<file path="src/assert_macros.svh">
// Assertion macros used by the rows core.
`ifndef ASSERT_MACROS_SVH
`define ASSERT_MACROS_SVH

// Property checked on every rising clock edge outside reset.
`define ASSERT_PROP(lbl, clk, rstn, prop) \
  lbl: assert property (@(posedge clk) disable iff (!rstn) prop) \
    else $error("assertion failed");

// Condition that must never hold outside reset.
`define ASSERT_NEVER(lbl, clk, rstn, cond) \
  lbl: assert property (@(posedge clk) disable iff (!rstn) !(cond)) \
    else $error("forbidden condition seen");

`endif

</file>
<file path="src/ted_pkg.sv">
// Types, codes and helper functions of the trie edit distance block.
package ted_pkg;

  localparam int CHAR_W  = 21;
  localparam int VAL_W   = 6;
  localparam int ROW_MAX = 63;

  typedef enum logic [1:0] {
    OP_START = 2'd0,
    OP_QCHAR = 2'd1,
    OP_DCHAR = 2'd2,
    OP_NOP   = 2'd3
  } ted_op_e;

  typedef enum logic {
    CFG_ALGORITHM = 1'b0,
    CFG_CASE_SENS = 1'b1
  } ted_cfg_e;

  typedef struct packed {
    logic [1:0]        opcode;
    logic [5:0]        position;
    logic [CHAR_W-1:0] char_code;
    logic [15:0]       word_id;
    logic              last;
  } ted_req_t;

  typedef struct packed {
    logic [15:0]      result_word_id;
    logic [VAL_W-1:0] distance;
  } ted_rsp_t;

  // Per-cell control from the sequencer.
  typedef struct packed {
    logic cap;  // capture the previous rows
    logic en;   // compute this column
    logic dam;  // transposition term allowed here
    logic cs;   // exact compare
  } ted_cell_ctl_t;

  typedef struct packed {
    logic [CHAR_W-1:0] lo;
    logic [CHAR_W-1:0] hi;
    logic              pair;
    logic signed [31:0] delta;
  } fold_rng_t;

  localparam int FOLD_N = 29;

  localparam fold_rng_t FOLD_TABLE [FOLD_N] = '{
    '{21'h41,    21'h5A,    1'b0, 32},
    '{21'hC0,    21'hD6,    1'b0, 32},
    '{21'hD8,    21'hDE,    1'b0, 32},
    '{21'h100,   21'h12F,   1'b1, 1},
    '{21'h130,   21'h130,   1'b0, -199},
    '{21'h132,   21'h137,   1'b1, 1},
    '{21'h139,   21'h148,   1'b1, 1},
    '{21'h14A,   21'h177,   1'b1, 1},
    '{21'h178,   21'h178,   1'b0, -121},
    '{21'h179,   21'h17E,   1'b1, 1},
    '{21'h386,   21'h386,   1'b0, 38},
    '{21'h388,   21'h38A,   1'b0, 37},
    '{21'h38C,   21'h38C,   1'b0, 64},
    '{21'h38E,   21'h38F,   1'b0, 63},
    '{21'h391,   21'h3A1,   1'b0, 32},
    '{21'h3A3,   21'h3AB,   1'b0, 32},
    '{21'h400,   21'h40F,   1'b0, 80},
    '{21'h410,   21'h42F,   1'b0, 32},
    '{21'h460,   21'h481,   1'b1, 1},
    '{21'h48A,   21'h4BF,   1'b1, 1},
    '{21'h4C0,   21'h4C0,   1'b0, 15},
    '{21'h4C1,   21'h4CE,   1'b1, 1},
    '{21'h4D0,   21'h52F,   1'b1, 1},
    '{21'h531,   21'h556,   1'b0, 48},
    '{21'h1E00,  21'h1E95,  1'b1, 1},
    '{21'h1E9E,  21'h1E9E,  1'b0, -7615},
    '{21'h1EA0,  21'h1EFF,  1'b1, 1},
    '{21'hFF21,  21'hFF3A,  1'b0, 32},
    '{21'h10400, 21'h10427, 1'b0, 40}
  };

  // Simple lower-case mapping; codes outside the table map to themselves.
  function automatic logic [CHAR_W-1:0] fold_lower(logic [CHAR_W-1:0] c);
    logic [CHAR_W-1:0] r;
    logic              hit;
    r   = c;
    hit = 1'b0;
    for (int i = 0; i < FOLD_N; i++) begin
      if (!hit && c >= FOLD_TABLE[i].lo && c <= FOLD_TABLE[i].hi) begin
        hit = 1'b1;
        if (FOLD_TABLE[i].pair) begin
          r = ((c[0] ^ FOLD_TABLE[i].lo[0]) == 1'b0) ? CHAR_W'(c + 1'b1) : c;
        end else begin
          r = CHAR_W'($signed({11'b0, c}) + FOLD_TABLE[i].delta);
        end
      end
    end
    return r;
  endfunction

  function automatic logic [VAL_W-1:0] sat_inc(logic [VAL_W-1:0] v);
    return (v == VAL_W'(ROW_MAX)) ? v : VAL_W'(v + 1'b1);
  endfunction

endpackage

</file>
<file path="src/ted_cell.sv">
// One query column of the edit distance row: holds its query character.
module ted_cell (
  input  logic                           clk_i,
  input  ted_pkg::ted_cell_ctl_t         ctl_i,
  input  logic                           q_we_i,
  input  logic [ted_pkg::CHAR_W-1:0]     q_raw_i,
  input  logic [ted_pkg::CHAR_W-1:0]     q_fold_i,
  input  logic [ted_pkg::CHAR_W-1:0]     nb_char_i,
  input  logic [ted_pkg::CHAR_W-1:0]     ch_i,
  input  logic [ted_pkg::CHAR_W-1:0]     dprev_i,
  input  logic [ted_pkg::VAL_W-1:0]      prow_i,
  input  logic [ted_pkg::VAL_W-1:0]      pp_i,
  input  logic [ted_pkg::VAL_W-1:0]      diag_i,
  input  logic [ted_pkg::VAL_W-1:0]      left_i,
  output logic [ted_pkg::CHAR_W-1:0]     qsel_o,
  output logic [ted_pkg::VAL_W-1:0]      prow_o,
  output logic [ted_pkg::VAL_W-1:0]      val_o
);
  import ted_pkg::*;

  logic [CHAR_W-1:0] q_raw_q, q_fold_q;
  logic [VAL_W-1:0]  prow_q, pp_q, val_q, val_d;
  logic [VAL_W-1:0]  m1, m2, base, trans;
  logic              swap;

  always_ff @(posedge clk_i) begin
    if (q_we_i) begin
      q_raw_q  <= q_raw_i;
      q_fold_q <= q_fold_i;
    end
    if (ctl_i.cap) begin
      prow_q <= prow_i;
      pp_q   <= pp_i;
    end
    if (ctl_i.en) begin
      val_q <= val_d;
    end
  end

  assign qsel_o = ctl_i.cs ? q_raw_q : q_fold_q;

  always_comb begin
    m1    = (left_i < prow_q) ? left_i : prow_q;
    m2    = (m1 < diag_i) ? m1 : diag_i;
    base  = (ch_i == qsel_o) ? diag_i : sat_inc(m2);
    trans = sat_inc(pp_q);
    swap  = ctl_i.dam && (dprev_i == qsel_o) && (ch_i == nb_char_i) &&
            (nb_char_i != qsel_o);
    val_d = (swap && trans < base) ? trans : base;
  end

  assign prow_o = prow_q;
  assign val_o  = val_q;

endmodule

</file>
<file path="config.mk">
export PLATFORM = sky130hd
export DESIGN_NAME = ted_cell
export DESIGN_NICKNAME = d
export VERILOG_FILES = /design/src/assert_macros.svh /design/src/ted_pkg.sv /design/src/ted_cell.sv
export SDC_FILE = /design/constraint.sdc
export NUM_CORES = 1
export LEC_CHECK = 0
export BUFFER_PORTS_ARGS = -buffer_cell sky130_fd_sc_hd__buf_2
export CORE_UTILIZATION = 28
export CTS_CLUSTER_SIZE = 14
export DETAILED_ROUTE_END_ITERATION = 10
export PLACE_DENSITY_LB_ADDON = 0.1
export SYNTH_ARGS = -nofsm -noshare
export SYNTH_HDL_FRONTEND = slang
export SYNTH_SLANG_ARGS = --single-unit
</file>
<file path="constraint.sdc">
create_clock -name clk_i -period 6.7 [get_ports clk_i]
set_input_delay 1.34 -clock clk_i [delete_from_list [all_inputs] [get_ports clk_i]]
set_output_delay 1.34 -clock clk_i [all_outputs]
set_load 0.01 [all_outputs]
</file>
# Yosys cells after proc, flatten, opt, wreduce, memory -nomap -nowiden

Index checks and enable logic that the tools add are counted.

Register bits: 60
Word-level logic and storage cells: 27
Output and inout bits: 33

$add $sub $neg: 2
Equal/unequal tests: 6
$lt $le $gt $ge: 3
Reductions and logical operators: 4
Mux-type cells: 7

Operators with widths:

| cell                                        | number |
|---|---|
| equality test 21 bit                        | 3 |
| two-way mux 6 bit                           | 6 |
| two-way mux 21 bit                          | 1 |
| != test 21 bit                              | 1 |
| less-than comparator 6 bit                  | 3 |
| adder 6 x 1 -> 6 bit, second input constant | 2 |
| equality test 6 bit, second input constant  | 2 |
| logical AND 1 bit                           | 4 |

# Depth between registers and ports, before layout

Depth in word-level cells: 10
Gate-level depth with buffers: 28

# Least setup slack after synthesis

OpenSTA, ideal clock, no wires.

Kind: input port to flip-flop
Start: input port left_i[5] (netlist name)
End: register val_q[0], in the netlist val_o[0] (data pin)
Required time: 6.431 ns
Cell stages on the path: 26
Path slack: -0.328 ns
Setup time: 0.269 ns
Arrival: 6.759 ns
Path through: ha_1 nand2_1 o21ai_0 o21bai_1 buf_2 mux2_2 ha_1 a21oi_1 o21ai_0 a2111oi_0 or2_2 buf_2 mux2_2 ha_1 a21oi_1 nand4_1 a31oi_1 a311o_1 ha_1 nand2_1 nand4b_1 nor4_1 o2111ai_1 nor4_1 o21a_4 mux2i_1

Word-level cells in the longest chain between the ends: 10
Elaborated cells on any way between the ends: 11
Those cells by class: add/sub (1); order compare (3); eq/ne (1); mux (5); reduce/logical (1)

Ends and longest elaborated chain:

| element                                                     | RTL line       | text |
|---|---|---|
| from (decl)                                                 | ted_cell.sv:14 | `input logic [ted_pkg::VAL_W-1:0] left_i,` |
| less-than comparator 6 bit                                  | ted_cell.sv:43 | `m1 = (left_i < prow_q) ? left_i : prow_q;` |
| two-way mux 6 bit (*)                                       | ted_cell.sv:43 |  |
| less-than comparator 6 bit                                  | ted_cell.sv:44 | `m2 = (m1 < diag_i) ? m1 : diag_i;` |
| two-way mux 6 bit (*)                                       | ted_cell.sv:44 |  |
| adder 6 x 1 -> 6 bit or equality test 6 bit (tied branches) | ted_pkg.sv:102 | `return (v == VAL_W'(ROW_MAX)) ? v : VAL_W'(v + 1'b1);` |
| two-way mux 6 bit (*)                                       | ted_pkg.sv:102 |  |
| two-way mux 6 bit (*)                                       | ted_cell.sv:45 | `base = (ch_i == qsel_o) ? diag_i : sat_inc(m2);` |
| less-than comparator 6 bit                                  | ted_cell.sv:49 | `val_d = (swap && trans < base) ? trans : base;` |
| logical AND 1 bit                                           | ted_cell.sv:49 |  |
| two-way mux 6 bit (*)                                       | ted_cell.sv:49 |  |
| net val_d[0]                                                | ted_cell.sv:22 | `logic [VAL_W-1:0] prow_q, pp_q, val_q, val_d;` |
| to (signal assigned)                                        | ted_cell.sv:36 | `val_q <= val_d;` |
| to (decl)                                                   | ted_cell.sv:22 |  |

Mark *: on every way through the listed nets, which the timed path passes. The rest lies on a longest branch.
A chain may end at the register's enable or synchronous reset.

# Worst setup path in the final report

Start: input port left_i[5] (netlist name)
End: register val_q[2], in the netlist val_o[2] (data pin)

The elaborated chain is that of the path after synthesis.

==> out/qor.txt <==
Worst Path Required: 6.77 ns
Total Nets Final: 738
Slew @ Worst Pin: 0.975 ns
syn_nets: 535
pre-CTS setup slack: -0.107 ns
row count: 44
Residual DRC: 14
final worst slack: 0.311 ns
Antenna Nets Post-Route: 0
critical path startpoint category: primary input
Clock Latency Late Sink: 0.34 ns
Hold Startpoint: pp_q[4]
number of enable flip-flop cells after synthesis: 60
area share of the largest cell type after synthesis: 42.1%
max_cap viols: 0
post-synth top area cell: edfxtp_1
largest net degree at the start of global routing: 43
clk slew on worst S/H paths: 0.05 ns
Async S/R FF share, synth: 0%
ys flop type: edfxtp_1
# fillers: 1,503
Max Slew Vio Count: 0
hold endpoint: val_o[4]
Crit Path Max Fanout: 8
final WL: 13,200 microns
area growth from synthesis to layout: 35.4%
Unique masters post-synth: 47
Setup Crit Path Kind: in2reg
Port Buffers: 167
post-DP HPWL: 11,200 microns
commonest cells after routing, fill and taps aside: buf_2 (167), xnor2_1 (60), edfxtp_1 (60), inv_1 (39), buf_4 (31)
Worst Setup SP: left_i[5]
vias in the first global route: 3,692
clock sinks: 60
GP Congestion: 0.870
Total Die Area: 15,800 sq um
cts hold-fix bufs: 0
die width: 126 microns
fin crit share: 95.4%
critical path's slowest cell: a2111oi_2
Clock Skews: 0.00481 ns
most used cell, CP: ha_1
Synth Instances: 383
initial antenna violation count: 2
buffers plus inverters on the worst setup path: 3
Area contributors post-synth: edfxtp_1 (42%), xnor2_1 (12%), xor2_1 (5.7%), ha_1 (5.0%), mux2i_1 (4.2%)
Mapped Area: 4280 sq um
Total Power: 1.30 mW
RSZ-0062 raised after global routing: false
maximum VDD drop: 0.105 mV
commonest non-fill, non-tap cell in the layout: buf_2
IO Count: 168
Worst Hold Class: reg2reg
post-DR vias/cell: 4.69
first-pass GRT wire length: 20,000 microns
Fmax achieved: 157 MHz
drt wl/cell: 17.1 microns
power per cell area: 224 nW/um^2
multi-input logic area: 2300 sq um
CP top delay family: compound AO/OA/AOI/OAI gates
post-synthesis sequential area ratio: 42.1%
Inst Count DP: 758
Root Buffer Master: clkbuf_16
htree depth: 3
worst hold slack: 0.805 ns
R2R Path End: val_o[2]
DR iter-0 viols: 177
CTS tree: yes
Die Span Y: 126 microns
core area: 14,800 sq um
via count: 3,629
Slew HR: 35.0%
share of layout cells above drive strength 1: 40.2%
Sequential Area: 1800 sq um
Avg Synthesized Cell Area: 11.2 sq um
Starting Density: 29.0%
Synth Register Bits: 60
critical path endpoint category: register
Max Root-Sink Buffers: 2
drt first pass iters: 7
R2R Setup Slk: 0.96 ns
Largest stage delay, worst path: 0.40 ns
Leak Pwr: 2.48 nW
Finished Layout Cells: 774
count of final hold-check violations: 0
shortest period the worst path allows: 6.39 ns
R2R Path Start: prow_o[5]
violated checks: design-rule violations
gr ovfl total: 0
Worst EP arrival: 6.46 ns
total track usage: 17.2%
Hold Crit Depth: 2
Final Setup Violations: 0
outcome: finished with violations
cts bufs inserted: 9
Ys Warns: 0
Worst R2R Path Depth: 27
[worst reg2reg max path: cells and delay by family (launching register included)]
kind | cells | cell delay, ns
AOI/OAI and AO/OA | 10 | 1.84
adders and majority gates | 4 | 1.01
buffers and inverters | 3 | 0.44
DFF | 1 | 0.42
muxes | 3 | 0.78
and+or+nand+nor | 7 | 0.98
[routing by layer]
layer	wire length, microns	vias up	GRT usage, %	part of all wire [%]
met5	23	-	0	0.17
met1	5860	1668	21.0	44
met4	287	4	7.46	2.2
met3	1020	25	5.65	7.7
li1	-	1800	-	-
met2	6050	132	27.7	46
[where the power goes]
| group | total (mW) | leakage (nW) | internal (mW) | switching [mW] |
|---|---|---|---|---|
| Clock | 0.395 | 0.117 | 0.241 | 0.154 |
| Sequential | 0.474 | 0.587 | 0.458 | 0.0168 |
| Combinational | 0.431 | 1.78 | 0.207 | 0.224 |
[layout make-up]
| class | count | area share, % |
|---|---|---|
| Multi-Input combinational cell | 278 | 39.7 |
| Sequential cell | 60 | 31.1 |
| Timing Repair Buffer | 198 | 18.4 |
| Tap cell | 184 | 3.97 |
| Clock buffer | 10 | 3.95 |
| Inverter | 39 | 2.53 |
| Clock inverter | 4 | 0.324 |
| Antenna cell | 1 | 0.0432 |
[cells in the mapped netlist, drive strengths merged, types with 2 or more instances]
library cell  instances
and3                  3
nor2                 14
o21ai                10
mux2i                29
nor3b                 2
xor2                 28
nor4                 16
a21o                  2
a21oi                16
mux2                  8
o221ai                2
a211oi                2
nand4                13
buf                   6
nor3                  5
nand2                16
nand3b                2
ha                   17
nand3                 9
o21a                  2
o211ai                5
a31oi                 2
edfxtp               60
a311o                 2
a2111oi               2
xnor2                60
inv                  39
[flip-flops by register name, summed over array words and instances (netlist names)]
name / flops
q_raw_q: 21
val_o: 6
pp_q: 6
prow_o: 6
q_fold_q: 21
[cell families after synthesis]
family / after synthesis / share of synthesized area [%]
xor+xnor: 88 / 18.0
simple gates: 86 / 11.5
flops: 60 / 42.1
compound gates: 50 / 7.66
buf+inv: 45 / 4.97
mux: 37 / 10.9
fa+ha+maj: 17 / 4.97
[worst max-delay path by stage]
stage / to / slack, ns / depth (start not counted)
detailed placement: val_o[2] / -0.11 / 27
global placement: val_o[0] / 0.04 / 27
CTS: val_o[2] / 0.22 / 27
floorplan: val_o[0] / 0.10 / 26
global route: val_o[0] / 0.02 / 25
finish: val_o[2] / 0.31 / 27
[stage by stage]
step	util, %	instance area, sq um	setup TNS, ns
after floorplan	-	4300	0
after global placement	37.4	5520	0
after detailed placement	37.4	5520	-0.569
after CTS	39.1	5770	0
after global routing	39.3	5790	0
final	39.3	5800	0
[repair_timing]
| action | 4_1_cts | 5_1_grt |
|---|---|---|
| buffers inserted | 0 | 1 |
| hold endpoints to repair | 0 | 0 |
| gates resized for setup | 0 | 6 |
| setup endpoints to repair | 0 | 6 |
Note: power is estimated with default switching activity, not from simulation.
