<file path="src/assert_macros.svh">
// Assertion macros used by the rows core.
`ifndef ASSERT_MACROS_SVH
`define ASSERT_MACROS_SVH

// Property checked on every rising clock edge outside reset.
`define ASSERT_PROP(lbl, clk, rstn, prop) \
  lbl: assert property (@(posedge clk) disable iff (!rstn) prop) \
    else $error("assertion failed");

// Condition that must never hold outside reset.
`define ASSERT_NEVER(lbl, clk, rstn, cond) \
  lbl: assert property (@(posedge clk) disable iff (!rstn) !(cond)) \
    else $error("forbidden condition seen");

`endif

</file>
<file path="src/ted_ram.sv">
// Generic single-write, single-read RAM with registered read data.
module ted_ram #(
  parameter int WIDTH = 8,
  parameter int DEPTH = 32
) (
  input  logic                     clk_i,
  input  logic                     we_i,
  input  logic [$clog2(DEPTH)-1:0] waddr_i,
  input  logic [WIDTH-1:0]         wdata_i,
  input  logic [$clog2(DEPTH)-1:0] raddr_i,
  output logic [WIDTH-1:0]         rdata_o
);

  logic [WIDTH-1:0] mem_q [DEPTH];
  logic [WIDTH-1:0] rdata_q;

  always_ff @(posedge clk_i) begin
    if (we_i) begin
      mem_q[waddr_i] <= wdata_i;
    end
    rdata_q <= mem_q[raddr_i];
  end

  assign rdata_o = rdata_q;

endmodule

</file>
<file path="config.mk">
export PLATFORM = sky130hd
export DESIGN_NAME = ted_ram
export DESIGN_NICKNAME = d
export VERILOG_FILES = /design/src/assert_macros.svh /design/src/ted_ram.sv
export SDC_FILE = /design/constraint.sdc
export NUM_CORES = 1
export LEC_CHECK = 0
export BUFFER_PORTS_ARGS = -buffer_cell sky130_fd_sc_hd__buf_4
export CORE_UTILIZATION = 45
export CTS_CLUSTER_DIAMETER = 120
export DETAILED_ROUTE_END_ITERATION = 12
export MAX_ROUTING_LAYER = met4
export PLACE_DENSITY_LB_ADDON = 0.1
export SYNTH_ARGS = -nofsm -noshare
export SYNTH_HDL_FRONTEND = slang
export SYNTH_SLANG_ARGS = --single-unit
</file>
<file path="constraint.sdc">
create_clock -name clk_i -period 5.35 [get_ports clk_i]
set_clock_uncertainty 0.15 [all_clocks]
set_input_delay 0.2675 -clock clk_i [delete_from_list [all_inputs] [get_ports clk_i]]
set_output_delay 0.2675 -clock clk_i [all_outputs]
set_load 0.05 [all_outputs]
</file>
### Word level (Yosys, flattened, before mapping)

Memory sizes are Yosys's and may differ from the RTL's. A register that Yosys moved wholly into a read port is not among the register bits.
Cells that the tools add are included.

* multiplexer cells: 2

Operators by type and width (count)
* 1-bit 2-to-1 mux: 2

* register bits after elaboration: 0
* bits in writable memories: 256
* bits of input ports: 20
* word-level logic and storage cells: 3
* memories: 1

Memory list
* mem_q: depth 32, width 8, read ports 1, clocked after Yosys merged registers in 1, wr ports 1, line ted_ram.sv:14 `logic [WIDTH-1:0] mem_q [DEPTH];`

### Longest topological paths before layout

Gate-level depths: netlist (run 1).

* depth after elaboration: 2
* depth in mapped cells: 5
* depth with buffers taken out: 3

### Least setup slack after synthesis (run 1)

OpenSTA, ideal clock, no wires.

* kind: input to register
* start: input raddr_i[2]
* end: register rdata_q[0] (netlist: rdata_o[0]) (read register of mem_q)
* library setup time: 0.121 ns
* arrival time: 1.949 ns
* data required time: 5.079 ns
* path slack: 3.130 ns
* stages: 5
* cells stage by stage: clkbuf_1 clkbuf_1 mux4_2 mux4_2 mux2_2

RTL lines
* start: declaration: line ted_ram.sv:10 `input logic [$clog2(DEPTH)-1:0] raddr_i,`
* end: declaration: line ted_ram.sv:15 `logic [WIDTH-1:0] rdata_q;`

==> results of run 1 <==
==> report_power, final <==
| part | internal [mW] | total [mW] | switching, mW |
|---|---|---|---|
| Clock | 0.969 | 1.70 | 0.730 |
| Combinational | 0.100 | 0.248 | 0.148 |
| Sequential | 2.30 | 2.31 | 0.00893 |
| Total | 3.37 | 4.26 | 0.887 |
==> layout make-up <==
type                            count  area, um^2  share of cell area (%)
Clock inverter                     16        96.3                   0.851
Tap cell                          280         350                    3.09
Multi-Input combinational cell    133        2100                    18.5
Timing Repair Buffer               30         228                    2.01
Clock buffer                       33         698                    6.17
Sequential cell                   264        7850                    69.3
==> routing by layer <==
metal / part of all wire, % / vias to the layer above / wire [um] / track usage (%)
met3: 6.9 / 29 / 1440 / 4.07
met5: 0 / - / 0 / -
met2: 48 / 117 / 10000 / 30.0
li1: - / 1862 / - / -
met4: 1.9 / 0 / 399 / 4.45
met1: 43 / 2330 / 8950 / 29.1
==> metrics by stage <==
step	area (um^2)	hold WS (ns)
floorplan	10100	0.216
CTS	11300	0.0132
global placement	10500	0.530
finish	11300	0.0185
detailed placement	10500	0.527
global route	11300	0.0221
==> flip-flops by register name, indices dropped and copies added (netlist names) <==
signal / flops
rdata_o: 8
mem_q: 256
==> synth_stat cells <==
cell type                  count
sky130_fd_sc_hd__buf_4         6
sky130_fd_sc_hd__mux2_2        8
sky130_fd_sc_hd__nand3b_1      5
sky130_fd_sc_hd__clkbuf_1      6
sky130_fd_sc_hd__buf_6         1
sky130_fd_sc_hd__buf_1         6
sky130_fd_sc_hd__mux4_2       80
sky130_fd_sc_hd__or3_1         1
sky130_fd_sc_hd__edfxtp_1    256
sky130_fd_sc_hd__nor2_1       33
sky130_fd_sc_hd__nand3_1       2
sky130_fd_sc_hd__or3b_2        3
sky130_fd_sc_hd__dfxtp_1       8
sky130_fd_sc_hd__nand2_1       1
sky130_fd_sc_hd__buf_2         1
==> path summary, 6_finish.rpt <==
check	startpoint	endpoint	slack (ns)	cells after the start
worst max-delay path	raddr_i[0]	rdata_o[6]	2.95	5
worst min-delay path	wdata_i[1]	mem_q[9][1]	0.02	1
worst max register to register	mem_q[31][2]	rdata_o[2]	3.38	3
worst min register to register	mem_q[4][4]	rdata_o[4]	0.76	3
==> what timing repair did <==
item                                   CTS  global route
buffers inserted                         0             0
setup endpoints to repair                0             0
endpoints found under the hold margin    8             0
hold buffers                             1             0
==> logic make-up after synthesis <==
kind of cell           share of synthesized area (%)
DFF                                             78.1
muxes                                           18.8
and+or+nand+nor                                 2.07
buffers and inverters                           1.06
==> critical path, cell delays in order <==
cell and delay [ns]:
sky130_fd_sc_hd__buf_4 0.48, sky130_fd_sc_hd__buf_4 0.47, sky130_fd_sc_hd__mux4_2 0.57, sky130_fd_sc_hd__mux4_2 0.54, sky130_fd_sc_hd__mux2_2 0.28
==> summary.md, run 1 <==
| Metric | Value |
|---|---|
| Result of the run | `complete, no violations` |
| Remaining number of nets flagged by the antenna check after routing | `0` |
| Pin count of the biggest net entering global routing | `65` |
| Antenna Cells | `0` |
| Total power per unit cell area | `376 nW/um^2` |
| Critical Path AT | `2.66 ns` |
| Post-placement setup slack | `2.33 ns` |
| Worst slew slack as a fraction of its limit | `26.6%` |
| Leading area contributor after synthesis | `sky130_fd_sc_hd__edfxtp_1` |
| Total wire length after detailed routing | `20800 um` |
| Share of final-layout standard cells stronger than drive strength 1 | `between 30% and 40%` |
| NumNets Final | `476` |
| # Max-Cap Violations | `0` |
| Post-layout total power | `4.26 mW` |
| RSZ-0062 raised after global routing | `no` |
| TNS Setup | `0 ns` |
| Critical path capture point type | `flop` |
| Area Growth Syn to Fin | `12.6%` |
| Maximum clock frequency | `approximately 420 MHz` |
| Synth top area cells | `sky130_fd_sc_hd__edfxtp_1 76%, sky130_fd_sc_hd__mux4_2 18%, sky130_fd_sc_hd__dfxtp_1 1.6%, sky130_fd_sc_hd__nor2_1 1.2%, sky130_fd_sc_hd__mux2_2 0.90%` |
| Vertical die dimension | `around 150 um` |
| Startpoint Class | `input port` |
| Clock tree from TritonCTS | `built` |
| Setup-violating endpoint count in the final report | `0` |
| HPWL reported at the end of detailed placement | `12600 um` |
| Area of the die | `22900 um^2` |
| IO Port Bufs | `27` |
| Warnings, synthesis | `0` |
| Worst ir drop on vdd | `0.000256 V` |
| Share of synthesized area occupied by flip-flops and latches | `around four fifths` |
| Worst min path class | `in -> reg` |
| Buffer cell driving the clock tree root | `sky130_fd_sc_hd__clkbuf_16` |
| Commonest non-fill, non-tap cell in the layout | `sky130_fd_sc_hd__edfxtp_1` |
| CTS sink count | `264` |
| Number of detailed-route iterations in the first pass | `4` |
| Source-to-sink clock delay at the later pin of the worst-skew pair | `approximately 0.52 ns` |
| Maximum clock path buffer count | `3` |
| Clock-pin slew reported for the worst setup and hold paths after clock tree synthesis | `0.06 ns` |
| Count of mapped cells out of synthesis | `417` |
| Congestion Overflow GR | `0` |
| Post-layout min period | `2.40 ns` |
| Filler Cell Count | `1789` |
| Number of unique standard cell types used by synthesis | `15` |
| Transition time at the pin with the least slew margin | `1.10 ns` |
| Number of placement rows | `54` |
| DRC marker count from the first detailed-route iteration | `321` |
| DRC Markers | `0` |
| Overall die width | `151 um` |
| Commonest cells after routing, fill and taps aside | `256 x sky130_fd_sc_hd__edfxtp_1, 80 x sky130_fd_sc_hd__mux4_2, 33 x sky130_fd_sc_hd__nor2_1, 29 x sky130_fd_sc_hd__buf_4, 27 x sky130_fd_sc_hd__clkbuf_16` |
| Endpoint required time on the critical path | `5.61 ns` |
| Wire length per cell after detailed routing | `27.6 um` |
| Minimum setup slack in the final design | `2.95 ns` |
| Initial Utilization | `a little under half` |
| Number of placed I/O pins | `28` |
| Number of storage elements in the synthesis netlist | `264` |
| Classification of the worst setup path | `in -> reg` |
| Wire length of the first global-routing pass | `between 30000 and 40000 um` |
| Max-slew violations | `0` |
| Non-Filler Instances | `about 760` |
| Core Box Area | `~22000 um^2` |
| Vias after detailed routing | `4338` |
| Leakage power figure | `around 3.5 nW` |
| Final-report hold violation count | `0` |
| Global-route usage over all layers | `20.2%` |
| Dpl cells | `706` |
| Cell area after synthesis | `10100 um^2` |
| Vias in the first global route | `approximately 4600` |
| RePlAce Congestion | `0.759` |
| Crit share post-route | `44.8%` |
| Worst Path Max Fanout | `30` |
| Post-CTS Resized | `0` |
| Average cell area after synthesis | `about 24 um^2` |
| Top cell type's share of synthesized area | `76.5%` |
| Syn nets | `437` |
| Number of antenna violations at the first check in global routing | `0` |
| TritonCTS Buffers | `27` |
| Fraction of the core area covered by cells at the end of the flow | `~52%` |
| Htree depth | `1` |
| Average via count per standard cell | `between 5 and 6` |
Power figures use the tool's default switching activity.
==> inputs of run 2 (changes only) <==
ABC_AREA = 1   (was not set)
clock period = 2 ns   (was 5.35 ns; I/O delays follow)
==> summary.md, run 2 <==
| Metric | Value |
|---|---|
| Result of the run | `complete, no violations` |
| Vertical die dimension | `roughly 160 um` |
| Global-route usage over all layers | `23.3%` |
| Number of placement rows | `56` |
| Dpl cells | `approximately 1300` |
| Post-layout min period | `1.90 ns` |
| Share of async-settable or async-resettable flops after synthesis | `0%` |
| Pin count of the biggest net entering global routing | `around 110` |
| Clock-pin slew reported for the worst setup and hold paths after clock tree synthesis | `0.06 ns` |
| Critical path endpoint | `rdata_o[2]` |
| Non-Filler Instances | `1327` |
| Setup-violating endpoint count in the final report | `0` |
| Remaining number of nets flagged by the antenna check after routing | `0` |
| Antenna Cells | `0` |
| Warnings, synthesis | `0` |
| Source-to-sink clock delay at the later pin of the worst-skew pair | `~0.53 ns` |
| Main combinational cell family by area after synthesis | `simple AND/OR/NAND/NOR gates` |
| Number of synthesized flops with an enable pin | `256` |
| Commonest cells in the netlist | `360 x sky130_fd_sc_hd__nand2_1, 256 x sky130_fd_sc_hd__edfxtp_1, 204 x sky130_fd_sc_hd__nand3_1` |
| Flip-flop count of the largest register after layout | `256` |
| Worst min path class | `in -> reg` |
| Met1 usage in global routing | `between 30% and 40%` |
| Overall die width | `157 um` |
| Worst slew slack as a fraction of its limit | `~59%` |
| HPWL reported at the end of detailed placement | `15300 um` |
| Largest register by flop count | `mem_q` |
| Synthesized-area fraction occupied by adder cells | `0%` |
| Wire length per cell after detailed routing | `20.6 um` |
| Commonest cells after routing, fill and taps aside | `360 x sky130_fd_sc_hd__nand2_1, 256 x sky130_fd_sc_hd__edfxtp_1, 204 x sky130_fd_sc_hd__nand3_1, 67 x sky130_fd_sc_hd__buf_4, 32 x sky130_fd_sc_hd__nor2_1` |
| Initial Utilization | `46.0%` |
| Startpoint Class | `input port` |
| Final hold slack | `0.102 ns` |
| Classification of the worst setup path | `in -> reg` |
| Area of the die | `24600 um^2` |
| Syn nets | `942` |
| FF-to-FF Start | `mem_q[17][2]` |
| NumNets Final | `1009` |
| Total power per unit cell area | `991 nW/um^2` |
| Post-synthesis share of cell area spent on and, or, nand and nor gates | `23.1%` |
| Number of antenna violations at the first check in global routing | `0` |
| TritonCTS Buffers | `28` |
| Share of synthesized area occupied by flip-flops and latches | `72.8%` |
| Maximum clock path buffer count | `3` |
| Number of storage elements in the synthesis netlist | `264` |
| Wire length of the first global-routing pass | `40500 um` |
| Commonest non-fill, non-tap cell in the layout | `sky130_fd_sc_hd__nand2_1` |
| Fraction of the core area covered by cells at the end of the flow | `53.5%` |
| Proportion of synthesized area in mux cells | `0%` |
| Leakage power figure | `~4.7 nW` |
| Transition time at the pin with the least slew margin | `0.614 ns` |
| DRC Markers | `0` |
| Top cell type's share of synthesized area | `71.3%` |
| Vias after detailed routing | `6845` |
| CTS sink count | `264` |
| Clock tree from TritonCTS | `built` |
| Htree depth | `1` |
| Crit share post-route | `94.8%` |
| Vias in the first global route | `6558` |
| Fraction of the mapped netlist area in compound gates | `0%` |
| End of the worst register-to-register path | `rdata_o[2]` |
| RePlAce Congestion | `about 0.78` |
| XOR/XNOR share of the synthesized area | `0%` |
| Worst Path Max Fanout | `16` |
| Number of unique standard cell types used by synthesis | `12` |
| Met2 track demand over resource | `between 30% and 40%` |
| Critical path capture point type | `flop` |
| RSZ-0062 raised after global routing | `no` |
| Core Box Area | `23500 um^2` |
| Final-report hold violation count | `0` |
| Total wire length after detailed routing | `27300 um` |
| FF-to-FF setup slack | `between 0.2 and 0.3 ns` |
| Congestion Overflow GR | `0` |
| Most used routing layer | `met2` |
| Worst-path cell chain | `dlygate4sd3_1 > buf_4 > clkinvlp_4 > buf_12 > nand3_1 > nand2_1 > nand2_1 > nand2_1 > nand2_1 > dlygate4sd3_1 > nand2_1` |
| Number of detailed-route iterations in the first pass | `5` |
| Slowest cell on the critical path | `sky130_fd_sc_hd__dlygate4sd3_1` |
| Cell area after synthesis | `10800 um^2` |
| Share of final-layout standard cells stronger than drive strength 1 | `12.2%` |
| Post-layout total power | `roughly 12 mW` |
| Number of cells on the worst reg-to-reg path | `9` |
| Total area of multi-input combinational cells | `2490 um^2` |
| Synth top area cells | `sky130_fd_sc_hd__edfxtp_1 71%, sky130_fd_sc_hd__nand2_1 13%, sky130_fd_sc_hd__nand3_1 9.5%, sky130_fd_sc_hd__buf_6 2.5%, sky130_fd_sc_hd__dfxtp_1 1.5%` |
| Minimum setup slack in the final design | `0.104 ns` |
| Setup crit start | `raddr_i[2]` |
| Leading area contributor after synthesis | `sky130_fd_sc_hd__edfxtp_1` |
| Count of mapped cells out of synthesis | `922` |
| Filler Cell Count | `about 2000` |
| Area Growth Syn to Fin | `16.4%` |
| Number of placed I/O pins | `28` |
| IO Port Bufs | `27` |
| Max-slew violations | `0` |
| Met3 Resource Use GR | `2.96%` |
| Fin area | `12600 um^2` |
| Average via count per standard cell | `5.16` |
| Most frequently used cell type in the post-synthesis netlist | `sky130_fd_sc_hd__nand2_1` |
| Standard cell area after detailed placement | `11400 um^2` |
| Critical Path AT | `2.18 ns` |
| Worst ir drop on vdd | `between 0.0007 and 0.0008 V` |
| Largest incremental delay on the critical path | `about 0.54 ns` |
| Endpoint required time on the critical path | `2.28 ns` |
| Register area | `just under 8000 um^2` |
| Average cell area after synthesis | `roughly 12 um^2` |
| Post-placement setup slack | `roughly 0.22 ns` |
| Buffer cell driving the clock tree root | `sky130_fd_sc_hd__clkbuf_16` |
| # Max-Cap Violations | `0` |
| TNS Setup | `0 ns` |
| Maximum clock frequency | `527 MHz` |
| Top_reg_cell synth | `sky130_fd_sc_hd__edfxtp_1` |
| CP most frequent cell | `sky130_fd_sc_hd__nand2_1` |
| DRC marker count from the first detailed-route iteration | `502` |
==> run 2: changes by cell type after synthesis, moves of 3 or more <==
| cell | previous run | this run |
|---|---|---|
| sky130_fd_sc_hd__buf_6 | 1 | 24 |
| sky130_fd_sc_hd__mux4_2 | 80 | 0 |
| sky130_fd_sc_hd__mux2_2 | 8 | 0 |
| sky130_fd_sc_hd__nand3b_1 | 5 | 0 |
| sky130_fd_sc_hd__inv_1 | 0 | 8 |
| sky130_fd_sc_hd__or3b_2 | 3 | 0 |
| sky130_fd_sc_hd__nand2_1 | 1 | 360 |
| sky130_fd_sc_hd__buf_1 | 6 | 2 |
| sky130_fd_sc_hd__nand3_1 | 2 | 204 |
| sky130_fd_sc_hd__buf_2 | 1 | 15 |
==> run 2: timing repair <==
action                                  in CTS  in global routing
endpoints found under the setup margin       0                  1
hold buffers                                12                  0
buffers inserted                             0                  1
hold endpoints to repair                   264                  0
gates resized for setup                      0                  2
==> run 2: worst min-delay path by stage <==
stage	startpoint	endpoint	cells after the start
6_report	waddr_i[2]	mem_q[23][3]	4
5_1_grt	waddr_i[2]	mem_q[22][7]	4
4_1_cts	waddr_i[2]	mem_q[22][7]	4
3_5_place_dp	raddr_i[4]	rdata_o[2]	3
3_3_place_gp	raddr_i[4]	rdata_o[6]	3
2_1_floorplan	wdata_i[0]	mem_q[0][0]	0
==> run 2: per-layer routing <==
| layer | up-vias | share of wire [%] | wire length, um |
|---|---|---|---|
| met2 | 156 | 48 | 13100 |
| li1 | 3332 | - | - |
| met3 | 22 | 4.9 | 1350 |
| met4 | 0 | 0.94 | 257 |
| met5 | - | 0 | 0 |
| met1 | 3335 | 46 | 12600 |
==> run 2: critical path: cells and delay by family <==
family / cells / cell delay, ns
buffers and inverters: 5 / 1.62
AND/OR/NAND/NOR: 6 / 0.42
==> run 2: final cells by class <==
type	count	share of cell area [%]
clock inverters	14	1.59
multi-input cells	596	19.8
flip-flops and latches	264	62.5
well taps	319	3.18
clock buffers	35	6.04
repair buffers	89	6.53
inverters	10	0.339
==> run 2: kinds of logic (layout without fill, tap and decap cells) <==
group,Yosys count,in the layout
buffers and inverters,62,148
and+or+nand+nor,596,596
DFF,264,264
==> run 2: power breakdown <==
group / total [mW] / switching [mW] / internal (mW)
sequential: 6.17 / 0.0260 / 6.15
combinational: 0.884 / 0.628 / 0.256
clock: 5.39 / 2.08 / 3.32
total: 12.4 / 2.73 / 9.72
